[config.mk]
export PLATFORM = sky130hd
export DESIGN_NAME = acia_tape_interface_flat
export DESIGN_NICKNAME = d
export VERILOG_FILES = /design/src/hdl/acia_pkg.sv /design/src/hdl/acia_if.sv /design/src/hdl/acia_tape_interface.sv /design/src/flat_wrapper.sv
export SDC_FILE = /design/constraint.sdc
export NUM_CORES = 1
export LEC_CHECK = 0
export BUFFER_PORTS_ARGS = -buffer_cell sky130_fd_sc_hd__buf_2
export CAP_MARGIN = 20
export CORE_MARGIN = 1.5
export CORE_UTILIZATION = 39
export CTS_CLUSTER_SIZE = 40
export DETAILED_ROUTE_END_ITERATION = 6
export HOLD_SLACK_MARGIN = 0.15
export PLACE_DENSITY = 0.58
export SLEW_MARGIN = 25
export SYNTH_ARGS = -nofsm -noshare
export SYNTH_HDL_FRONTEND = slang
export SYNTH_SLANG_ARGS = --single-unit
[constraint.sdc]
create_clock -name clk -period 6.5 [get_ports clk]
set_input_delay 0.65 -clock clk [delete_from_list [all_inputs] [get_ports clk]]
set_output_delay 0.65 -clock clk [all_outputs]
set_load 0.05 [all_outputs]
[src/hdl/acia_pkg.sv]
// Package for the cassette ACIA: transfer item types, command and register codes,
// status layout and word-select frame lookup. No dependencies.
`default_nettype none

package acia_pkg;

  typedef enum logic [1:0] {
    CMD_TICK   = 2'd0,
    CMD_READ   = 2'd1,
    CMD_WRITE  = 2'd2,
    CMD_REWIND = 2'd3
  } cmd_t;

  // configuration register indexes
  localparam logic [1:0] CFG_BASE_PERIOD     = 2'd0;
  localparam logic [1:0] CFG_INPUT_ATTACHED  = 2'd1;
  localparam logic [1:0] CFG_OUTPUT_ATTACHED = 2'd2;
  localparam logic [1:0] CFG_ACTIVITY_LIMIT  = 2'd3;

  localparam int unsigned CFG_DATA_W = 16;

  // reset values of the configuration registers
  localparam logic [15:0] BASE_PERIOD_RST    = 16'd13653;
  localparam logic [9:0]  ACTIVITY_LIMIT_RST = 10'd300;

  // control register divider field
  localparam logic [1:0] DIV_SEL_1        = 2'd0;
  localparam logic [1:0] DIV_SEL_16       = 2'd1;
  localparam logic [1:0] DIV_SEL_64       = 2'd2;
  localparam logic [1:0] DIV_MASTER_RESET = 2'd3;

  localparam logic [6:0] DIV_BY_1  = 7'd1;
  localparam logic [6:0] DIV_BY_16 = 7'd16;
  localparam logic [6:0] DIV_BY_64 = 7'd64;

  localparam logic [3:0] FRAME_LONG  = 4'd11;
  localparam logic [3:0] FRAME_SHORT = 4'd10;

  typedef struct packed {
    cmd_t       command;
    logic [7:0] tick_cycles;
    logic       reg_select;
    logic [7:0] write_data;
    logic       tape_in_valid;
    logic [7:0] tape_in_byte;
  } in_item_t;

  typedef struct packed {
    logic [7:0] read_data;
    logic       tape_in_take;
    logic       tape_out_valid;
    logic [7:0] tape_out_byte;
    logic       rewind_request;
    logic       running;
  } out_item_t;

  // frame length in bit times for a word-select code
  function automatic logic [3:0] frame_len(input logic [2:0] word_sel);
    logic [3:0] len;
    case (word_sel)
      3'd2, 3'd3, 3'd5: len = FRAME_SHORT;
      default:          len = FRAME_LONG;
    endcase
    return len;
  endfunction

  // status byte: bit 0 RDRF, 1 TDRE, 4 FE, 5 OVRN
  function automatic logic [7:0] status_byte(input logic rdrf, input logic tdre,
                                             input logic fe, input logic ovrn);
    return {2'b00, ovrn, fe, 2'b00, tdre, rdrf};
  endfunction

endpackage

`default_nettype wire

[src/hdl/acia_if.sv]
// Channel interfaces for the cassette ACIA: event input, result output and
// configuration write. Depends on acia_pkg.
`default_nettype none

interface acia_in_if;
  logic               valid;
  logic               ready;
  acia_pkg::in_item_t item;

  modport source (output valid, output item, input ready);
  modport sink   (input valid, input item, output ready);
endinterface

interface acia_out_if;
  logic                valid;
  logic                ready;
  acia_pkg::out_item_t item;

  modport source (output valid, output item, input ready);
  modport sink   (input valid, input item, output ready);
endinterface

interface acia_cfg_if;
  logic        valid;
  logic        ready;
  logic [1:0]  reg_index;
  logic [15:0] reg_data;

  modport source (output valid, output reg_index, output reg_data, input ready);
  modport sink   (input valid, input reg_index, input reg_data, output ready);
endinterface

`default_nettype wire

[src/hdl/acia_tape_interface.sv]
// Top level of the 6850-style cassette serial port. Depends on acia_pkg and
// the channel interfaces in acia_if.sv.
//
//   channel   dir  handshake      payload
//   in_ch     in   valid/ready    command, tick_cycles, reg_select, write_data,
//                                 tape_in_valid, tape_in_byte
//   out_ch    out  valid/ready    read_data, tape_in_take, tape_out_valid,
//                                 tape_out_byte, rewind_request, running
//   cfg       in   valid/ready    reg_index, reg_data
//
// One event per clock: the whole update is done in the accepting cycle and the
// result lands in the output register, visible the next cycle.
// Throughput is one transfer per cycle; the single output register sets it: a
// new event is taken whenever that register is empty or being drained.
// While out_ch stalls with a result pending, in_ch.ready drops and nothing moves.
// Synchronous active-high rst puts all state and configuration at reset values, except the result payload register.
// cfg is always ready; writes are expected only while the port is idle.
`default_nettype none

module acia_tape_interface (
  input  wire   clk,
  input  wire   rst,
  acia_in_if.sink    in_ch,
  acia_out_if.source out_ch,
  acia_cfg_if.sink   cfg
);
  import acia_pkg::*;

  // configuration
  logic [15:0] base_period;
  logic        input_attached;
  logic        output_attached;
  logic [9:0]  activity_limit;

  // port state
  logic [23:0] cycle_accum;
  logic        motor_on;
  logic        mode_reading;
  logic        mode_writing;
  logic        st_rdrf, st_tdre, st_fe, st_ovrn;
  logic [7:0]  receive_byte;
  logic [7:0]  transmit_byte;
  logic [3:0]  bits_left;
  logic [3:0]  bits_per_frame;
  logic [6:0]  divider_count;
  logic [6:0]  divider_value;
  logic [9:0]  activity_left;

  logic        out_valid;
  out_item_t   out_item;

  logic [23:0] cycle_accum_next;
  logic        motor_on_next, mode_reading_next, mode_writing_next;
  logic        st_rdrf_next, st_tdre_next, st_fe_next, st_ovrn_next;
  logic [7:0]  receive_byte_next, transmit_byte_next;
  logic [3:0]  bits_left_next, bits_per_frame_next;
  logic [6:0]  divider_count_next, divider_value_next;
  logic [9:0]  activity_left_next;
  out_item_t   res;

  logic [24:0] accum_sum;
  logic [23:0] accum_sat;
  logic        base_tick;
  logic [6:0]  div_dec;
  logic        in_fire;
  in_item_t    it;

  assign it           = in_ch.item;
  assign in_ch.ready  = !out_valid || out_ch.ready;
  assign in_fire      = in_ch.valid && in_ch.ready;
  assign cfg.ready    = 1'b1;
  assign out_ch.valid = out_valid;
  assign out_ch.item  = out_item;

  // accumulator in Q16.8 cycles, saturating, at most one base tick per event
  assign accum_sum = {1'b0, cycle_accum} + {1'b0, 8'd0, it.tick_cycles, 8'd0};
  assign accum_sat = accum_sum[24] ? '1 : accum_sum[23:0];
  assign base_tick = accum_sat >= {8'd0, base_period};
  assign div_dec   = divider_count - 7'd1;

  always_comb begin
    cycle_accum_next    = cycle_accum;
    motor_on_next       = motor_on;
    mode_reading_next   = mode_reading;
    mode_writing_next   = mode_writing;
    st_rdrf_next        = st_rdrf;
    st_tdre_next        = st_tdre;
    st_fe_next          = st_fe;
    st_ovrn_next        = st_ovrn;
    receive_byte_next   = receive_byte;
    transmit_byte_next  = transmit_byte;
    bits_left_next      = bits_left;
    bits_per_frame_next = bits_per_frame;
    divider_count_next  = divider_count;
    divider_value_next  = divider_value;
    activity_left_next  = activity_left;
    res                 = '0;

    case (it.command)
      CMD_TICK: begin
        cycle_accum_next = accum_sat;
        if (base_tick) begin
          cycle_accum_next = accum_sat - {8'd0, base_period};
          // divider stays at zero until the first control write that selects a ratio
          if (motor_on && divider_count != 7'd0) begin
            divider_count_next = div_dec;
            if (div_dec == 7'd0) begin
              divider_count_next = divider_value;
              if (bits_left > 4'd1) begin
                bits_left_next = bits_left - 4'd1;
              end else begin
                // byte slot
                bits_left_next = 4'd0;
                if (mode_reading && input_attached) begin
                  if (it.tape_in_valid) begin
                    st_fe_next        = 1'b0;
                    receive_byte_next = it.tape_in_byte;
                    st_ovrn_next      = st_rdrf;
                    st_rdrf_next      = 1'b1;
                    res.tape_in_take  = 1'b1;
                  end else begin
                    st_fe_next = 1'b1;
                  end
                  bits_left_next = bits_per_frame;
                end
                if (mode_writing && output_attached) begin
                  if (!st_tdre) begin
                    res.tape_out_valid = 1'b1;
                    res.tape_out_byte  = transmit_byte;
                    st_tdre_next       = 1'b1;
                  end
                  bits_left_next = bits_per_frame;
                end
                if (activity_left == 10'd0) begin
                  motor_on_next = 1'b0;
                end else begin
                  activity_left_next = activity_left - 10'd1;
                end
              end
            end
          end
        end
      end
      CMD_READ: begin
        activity_left_next = activity_limit;
        if (!it.reg_select) begin
          // status read spins the tape up in reading mode
          if (!motor_on) begin
            motor_on_next     = 1'b1;
            mode_reading_next = 1'b1;
          end
          res.read_data = status_byte(st_rdrf, st_tdre, st_fe, st_ovrn);
        end else begin
          st_rdrf_next  = 1'b0;
          st_ovrn_next  = 1'b0;
          res.read_data = receive_byte;
        end
      end
      CMD_WRITE: begin
        activity_left_next = activity_limit;
        if (!it.reg_select) begin
          case (it.write_data[1:0])
            DIV_MASTER_RESET: begin
              motor_on_next = 1'b0;
              st_rdrf_next  = 1'b0;
              st_tdre_next  = 1'b1;
              st_fe_next    = 1'b0;
              st_ovrn_next  = 1'b0;
            end
            DIV_SEL_16: begin
              divider_value_next = DIV_BY_16;
              divider_count_next = DIV_BY_16;
            end
            DIV_SEL_64: begin
              divider_value_next = DIV_BY_64;
              divider_count_next = DIV_BY_64;
            end
            default: begin
              divider_value_next = DIV_BY_1;
              divider_count_next = DIV_BY_1;
            end
          endcase
          bits_per_frame_next = frame_len(it.write_data[4:2]);
        end else if (motor_on) begin
          // first data write flips the tape to writing and requests an input rewind if input is attached
          if (!mode_writing) begin
            res.rewind_request = input_attached;
            mode_reading_next  = 1'b0;
            mode_writing_next  = 1'b1;
          end
          transmit_byte_next = it.write_data;
          st_tdre_next       = 1'b0;
        end
      end
      default: begin
        res.rewind_request = input_attached;
        motor_on_next      = 1'b0;
        mode_reading_next  = 1'b0;
        mode_writing_next  = 1'b0;
      end
    endcase

    res.running = motor_on_next;
  end

  always_ff @(posedge clk) begin
    if (rst) begin
      base_period     <= BASE_PERIOD_RST;
      input_attached  <= 1'b1;
      output_attached <= 1'b1;
      activity_limit  <= ACTIVITY_LIMIT_RST;
      cycle_accum     <= '0;
      motor_on        <= 1'b0;
      mode_reading    <= 1'b0;
      mode_writing    <= 1'b0;
      st_rdrf         <= 1'b0;
      st_tdre         <= 1'b0;
      st_fe           <= 1'b0;
      st_ovrn         <= 1'b0;
      receive_byte    <= '0;
      transmit_byte   <= '0;
      bits_left       <= '0;
      bits_per_frame  <= FRAME_LONG;
      divider_count   <= '0;
      divider_value   <= '0;
      activity_left   <= '0;
      out_valid       <= 1'b0;
    end else begin
      if (cfg.valid) begin
        case (cfg.reg_index)
          CFG_BASE_PERIOD:     base_period     <= cfg.reg_data;
          CFG_INPUT_ATTACHED:  input_attached  <= cfg.reg_data[0];
          CFG_OUTPUT_ATTACHED: output_attached <= cfg.reg_data[0];
          CFG_ACTIVITY_LIMIT:  activity_limit  <= cfg.reg_data[9:0];
          default:             base_period     <= base_period;
        endcase
      end
      if (in_fire) begin
        cycle_accum    <= cycle_accum_next;
        motor_on       <= motor_on_next;
        mode_reading   <= mode_reading_next;
        mode_writing   <= mode_writing_next;
        st_rdrf        <= st_rdrf_next;
        st_tdre        <= st_tdre_next;
        st_fe          <= st_fe_next;
        st_ovrn        <= st_ovrn_next;
        receive_byte   <= receive_byte_next;
        transmit_byte  <= transmit_byte_next;
        bits_left      <= bits_left_next;
        bits_per_frame <= bits_per_frame_next;
        divider_count  <= divider_count_next;
        divider_value  <= divider_value_next;
        activity_left  <= activity_left_next;
        out_valid      <= 1'b1;
      end else if (out_ch.ready) begin
        out_valid <= 1'b0;
      end
    end
  end

  // result register: payload only, no reset
  always_ff @(posedge clk) begin
    if (in_fire) begin
      out_item <= res;
    end
  end

  // divider counter never runs past its reload value
  a_div_bound: assert property (@(posedge clk) disable iff (rst)
    divider_count <= divider_value)
    else $error("divider_count above divider_value");

  // a transmitted byte leaves the transmit register empty
  a_tx_sets_tdre: assert property (@(posedge clk) disable iff (rst)
    in_fire && res.tape_out_valid |=> st_tdre)
    else $error("TDRE not set after tape output");

  // a held result blocks new events
  a_stall_blocks: assert property (@(posedge clk) disable iff (rst)
    out_valid && !out_ch.ready |-> !in_ch.ready)
    else $error("input accepted over pending result");

  // rewind always stops the motor and reports it
  a_rewind_stops: assert property (@(posedge clk) disable iff (rst)
    in_fire && it.command == CMD_REWIND |=> !motor_on && out_valid && !out_item.running)
    else $error("motor still running after rewind");

endmodule

`default_nettype wire

[src/flat_wrapper.sv]
// flat-port wrapper written by rule: the top's interface ports become plain ports
module acia_tape_interface_flat import acia_pkg::*;
  (clk, rst, in_ch_valid, in_ch_item, in_ch_ready, out_ch_valid, out_ch_item, out_ch_ready, cfg_valid, cfg_reg_index, cfg_reg_data, cfg_ready);
  acia_in_if in_ch_i ();
  acia_out_if out_ch_i ();
  acia_cfg_if cfg_i ();
  input  wire clk;
  input  wire rst;
  input wire logic [$bits(in_ch_i.valid)-1:0] in_ch_valid;
  input wire logic [$bits(in_ch_i.item)-1:0] in_ch_item;
  output wire logic [$bits(in_ch_i.ready)-1:0] in_ch_ready;
  output wire logic [$bits(out_ch_i.valid)-1:0] out_ch_valid;
  output wire logic [$bits(out_ch_i.item)-1:0] out_ch_item;
  input wire logic [$bits(out_ch_i.ready)-1:0] out_ch_ready;
  input wire logic [$bits(cfg_i.valid)-1:0] cfg_valid;
  input wire logic [$bits(cfg_i.reg_index)-1:0] cfg_reg_index;
  input wire logic [$bits(cfg_i.reg_data)-1:0] cfg_reg_data;
  output wire logic [$bits(cfg_i.ready)-1:0] cfg_ready;
  assign in_ch_i.valid = in_ch_valid;
  assign in_ch_i.item = in_ch_item;
  assign in_ch_ready = in_ch_i.ready;
  assign out_ch_valid = out_ch_i.valid;
  assign out_ch_item = out_ch_i.item;
  assign out_ch_i.ready = out_ch_ready;
  assign cfg_i.valid = cfg_valid;
  assign cfg_i.reg_index = cfg_reg_index;
  assign cfg_i.reg_data = cfg_reg_data;
  assign cfg_ready = cfg_i.ready;
  acia_tape_interface u_core (.clk(clk), .rst(rst), .in_ch(in_ch_i), .out_ch(out_ch_i), .cfg(cfg_i));
endmodule
[Yosys cells after proc, flatten, opt, wreduce, memory -nomap -nowiden]
Index checks and enable logic that the tools add are counted.
Word-level totals
  output and inout bits: 23
  register bits after elaboration: 128
  input bits: 51
  logic and storage cells: 191
Cells by class
  equal/unequal tests: 30
  bitwise operators: 10
  magnitude comparators: 2
  reduce and logical (&&, ||, !) cells: 39
  muxes and demuxes: 78
  add/sub/neg operators: 5
Operators by type and width (count)
  1-bit two-way mux: 51
  10-bit two-way mux: 5
  24-bit two-way mux: 2
  7-bit two-way mux: 4
  24-bit by 16-bit adder with 25-bit output: 1
  24-bit by 16-bit >= comparator with 1-bit output: 1
  24-bit by 16-bit subtractor with 24-bit output: 1
  2-bit inequality test, second input constant: 11
  7-bit case mux with 3 select lines: 1
  10-bit case mux with 2 select lines: 1
  9-bit AND reduction: 2
  7-bit case mux with 2 select lines: 1
  7-bit AND reduction: 2
  4-bit two-way mux: 3
  2-bit by 1-bit inequality test with 1-bit output, second input constant: 6
  1-bit case mux with 3 select lines: 4
  2-bit AND reduction: 6
  4-bit AND reduction: 3
  6-bit OR reduction: 2
  11-bit AND reduction: 1
  2-bit == test, second input constant: 5
  10-bit logical NOT: 1
  1-bit inverter: 10
  10-bit by 1-bit subtractor with 10-bit output, second input constant: 1
  26 further kinds: 39

[Logic depth before layout (Yosys ltp)]
  word-level depth: 7
  mapped depth: 22
  depth with buffers taken out: 19

[Worst setup path before layout]
OpenSTA, ideal clock, no wires.
  path kind: input-to-reg
  start point: input in_ch_item[18]
  end point: register u_core.cycle_accum[17]
  library setup time: 0.063 ns
  buffers on the path: 4
  setup slack: 1.213 ns
  arrival time: 5.224 ns
  stages: 21
  path through: ha_1 fa_1 a211oi_1 o211ai_2 nand4_4 or2_2 clkbuf_1 clkbuf_1 nand2b_1 fa_1 a21oi_1 o211ai_1 a31oi_1 o211ai_1 nor4_1 nor4b_4 buf_6 buf_6 nor4_1 a2111oi_0 nand3b_1
Between the ends
  cells in the longest elaborated chain, start to end: 4
  elaborated cells between the ends (all ways): 5
  classes of those cells: add/sub: 2; order compare: 1; mux: 2
RTL lines
  start: declaration: line flat_wrapper.sv:10  | input wire logic [$bits(in_ch_i.item)-1:0] in_ch_item;
  24-bit by 16-bit adder with 25-bit output *: line acia_tape_interface.sv:76  | assign accum_sum = {1'b0, cycle_accum} + {1'b0, 8'd0, it.tick_cycles, 8'd0};
  24-bit two-way mux *: line acia_tape_interface.sv:77  | assign accum_sat = accum_sum[24] ? '1 : accum_sum[23:0];
  24-bit by 16-bit subtractor with 24-bit output or 24-bit by 16-bit >= comparator with 1-bit output (tied branches): line acia_tape_interface.sv:103, acia_tape_interface.sv:78
  24-bit two-way mux *: line acia_tape_interface.sv:102  | if (base_tick) begin
  end signal: assignment: line acia_tape_interface.sv:239  | cycle_accum <= cycle_accum_next;
  end: declaration: line acia_tape_interface.sv:36  | logic [23:0] cycle_accum;
Mark *: on every way between the ends. The rest lies on a longest branch, timed or not.
A chain may end at the register's enable or synchronous reset.

[Worst setup path in the final report]
  start point: input in_ch_item[18]
  end point: register u_core.activity_left[1]
Between the ends
  cells in the longest elaborated chain, start to end: 5
RTL lines
  24-bit by 16-bit adder with 25-bit output: line acia_tape_interface.sv:76
  24-bit two-way mux: line acia_tape_interface.sv:77
  24-bit by 16-bit >= comparator with 1-bit output: line acia_tape_interface.sv:78  | assign base_tick = accum_sat >= {8'd0, base_period};
  2-bit by 1-bit inequality test with 1-bit output (no source line)
  7-bit AND reduction (no source line)
  end signal: assignment: line acia_tape_interface.sv:253  | activity_left <= activity_left_next;
  end: declaration: line acia_tape_interface.sv:47  | logic [9:0] activity_left;
No other way between the ends.

==> results_dict.tcl <==
set metrics [dict create \
    ys_ff_latch 121 \
    synth_edf_count 20 \
    fp.coreArea_um2 18600 \
    slew_violations 0 \
    finalHoldViolCount 0 \
    synthTopCellsByCount "dfxtp_1 (101), nor2_1 (101), nand2_1 (88), a21oi_1 (65), inv_1 (44)" \
    antenna_found_initial 0 \
    period_minus_slack_ns 5.49 \
    cap_violations 0 \
    critical_path.startpoint "in_ch_item[18]" \
    postCtsHoldBufs 0 \
    syn_to_final_growth_pct 15.2 \
    maxSlewHeadroom_pct 34.6 \
    critPathMaxFanout 27 \
    synth_top_area_cell "dfxtp_1" \
    netlist_area_um2 7400 \
    clk_pin_slew_ns 0.06 \
    synthSimpleGateAreaFrac_pct 25.7 \
    synth_seq_area_share_pct 35.4 \
    die_area_um2 19800 \
    row_count 50 \
    cts_buffer_depth 2 \
    fin_crit_sh_pct 84.4 \
    critPathCaptureType "register" \
    synth_top_family_by_area "simple AND/OR/NAND/NOR gates" \
    ir_drop_mv 0.256 \
    vias_per_cell 5.39 \
    final_cells 1191 \
    cts_setup_buffers 0 \
    netlist.area_leader.share_pct 27.3 \
    ant_nets 0 \
    wl_per_cell_um 14.9 \
    fin_nets 1034 \
    drive_gt1_share_pct 14.8 \
    synth_fa_ha_area_share_pct 6.80 \
    grt_setup_unrepaired "no" \
    vias 6419 \
    r2r_slack_ns 1.04 \
    cp.arrival_ns 5.81 \
    clkLatencyLatePin_ns 0.43 \
    dp_hpwl_mm 12.7 \
    reg2reg_depth 19 \
    worst_r2r_endpoint "u_core.activity_left[1]$_SDFFE_PP0P_" \
    synth_compound_area_share_pct 19.3 \
    worstHoldStart "cfg_reg_data[13]" \
    die_w_um 141 \
    ys_types 77 \
    skew_ns 0.0103 \
    startpoint_type "primary input" \
    grt_usage_pct 18.6 \
    ys.flop_type "dfxtp_1" \
    gp_congestion 0.830 \
    grt_pass1_wl_mm 29.8 \
    timing.fmax_mhz 182 \
    first_global_vias 5920 \
    syn_nets 981 \
    wl_mm 17.8 \
    cts_root_buffer "clkbuf_16" \
    synth_xor_area_share_pct 3.08 \
    cts.sinks 121 \
    dp_cells 1159 \
    firstDrtPassIters 5 \
    grt.overflow.total 0 \
    synth_mux_area_share_pct 4.73 \
    setup_tns_ns 0 \
    synth_top_cells_by_area "dfxtp_1 (27%), edfxtp_1 (8.1%), ha_1 (6.3%), nor2_1 (5.1%), mux2i_1 (4.7%)" \
    cts_max_level 4 \
    min_path_type "primary input to register" \
    fin_hold_ws_ns 0.432 \
    die_h_um 141 \
    p_leak_nw 3.45 \
    drc_errors 0 \
    yosys_warnings 0 \
    num_antenna_cells 0 \
    cp_data_required_time_ns 6.83 \
    ios 74 \
    numCtsBuffers 17 \
    reg2reg_from "u_core.cycle_accum[8]$_SDFFE_PP0P_" \
    crit_end "u_core.activity_left[1]$_SDFFE_PP0P_" \
    worst_pin_slew_ns 0.982 \
    setup_viol 0 \
    start_util_pct 39.7 \
    async_flop_share_pct 0 \
    status "completed" \
    syn_avg_cell_area_um2 8.31 \
    critPathKind "primary input to register" \
    power_density_nw_per_um2 264 \
    grt_max_degree 65 \
    cts_tree "yes" \
    ctsResizeCount 0 \
    port_buffers 72 \
    netlist_instances 891 \
    drt-initial-drc-count 390 \
]
==> worst max-delay path, stage by stage <==
cell and delay (ns):
buf_2 0.10, ha_1 0.24, fa_1 0.47, a211oi_1 0.41, o211ai_2 0.22, nand4_4 0.19, or2_2 0.30, buf_4 0.19
nand2b_1 0.06, ha_1 0.36, a21oi_1 0.24, o211ai_1 0.15, a31oi_1 0.24, o211ai_1 0.21, nor4_1 0.31, nor4b_4 0.41
buf_4 0.37, o21a_1 0.37, nor2_1 0.10, o31ai_1 0.23
==> worst min-delay path by stage <==
stage	to	slack, ns	cells past startpoint
after floorplan	u_core.divider_value[0]$_SDFFE_PP0P_	0.44	2
after global placement	u_core.base_period[7]$_SDFFE_PP0P_	0.44	2
after detailed placement	u_core.base_period[9]$_SDFFE_PP0P_	0.45	2
after CTS	u_core.base_period[12]$_SDFFE_PP1P_	0.42	2
after global routing	u_core.base_period[12]$_SDFFE_PP1P_	0.41	2
final	u_core.base_period[13]$_SDFFE_PP1P_	0.43	2
==> sequential cells by signal, summed over array words and instances (netlist names), 3 cells and up <==
name,cells
u_core.divider_value,3
u_core.activity_limit,10
u_core.receive_byte,8
u_core.divider_count,7
u_core.activity_left,10
u_core.transmit_byte,8
u_core.bits_left,4
u_core.base_period,16
u_core.cycle_accum,24
u_core.out_ch.item,20
==> power by group <==
part	switching (mW)	total (mW)	internal, mW
logic	0.291	0.466	0.175
registers	0.0226	0.815	0.793
clock network	0.392	0.972	0.580
==> layout make-up <==
cell class	instances	area, um2
Sequential cell	121	2620
Clock buffer	17	425
Inverter	44	165
Multi-Input combinational cell	680	4420
Fill cell	1842	10100
Tap cell	234	293
Clock inverter	15	179
Timing Repair Buffer	80	423
==> cells by family after synthesis <==
group,count (synthesis)
DFF,121
other,1
adders and majority gates,39
buffers and inverters,90
xor gates and xnor gates,26
muxes,35
AOI/OAI and AO/OA,208
and+or+nand+nor,371
==> metal layers <==
layer	wire length [um]	GRT usage [%]
met1	9020	26.6
met3	614	3.74
met5	0	0
met4	278	5.81
met2	7840	28.2
==> placed cells by master, fill, tap and decap left out, types with 14 or more instances in the layout <==
cell	netlist	routed
dfxtp_1	101	101
clkbuf_16	0	17
nand2b_1	22	22
a211oi_1	19	19
nand2_1	88	88
ha_1	37	37
buf_2	1	71
edfxtp_1	20	20
xnor2_1	18	18
nor3_1	30	30
o31ai_1	14	14
o21ai_0	26	26
a21oi_1	65	65
nor2_1	101	101
nand3_1	30	30
inv_1	44	44
mux2i_1	35	35
==> per-stage QoR <==
step                      setup slack (ns)  cell area [um2]  total power, mW  utilization [%]
after floorplan                       1.21             7400             1.19                -
after global placement               0.757             7920             1.30             42.5
after detailed placement             0.622             7920             1.29             42.5
after CTS                             1.01             8530             2.27             45.7
after global routing                 0.506             8530             2.37             45.7
final                                 1.01             8530             2.25             45.7
Power figures use the tool's default switching activity.
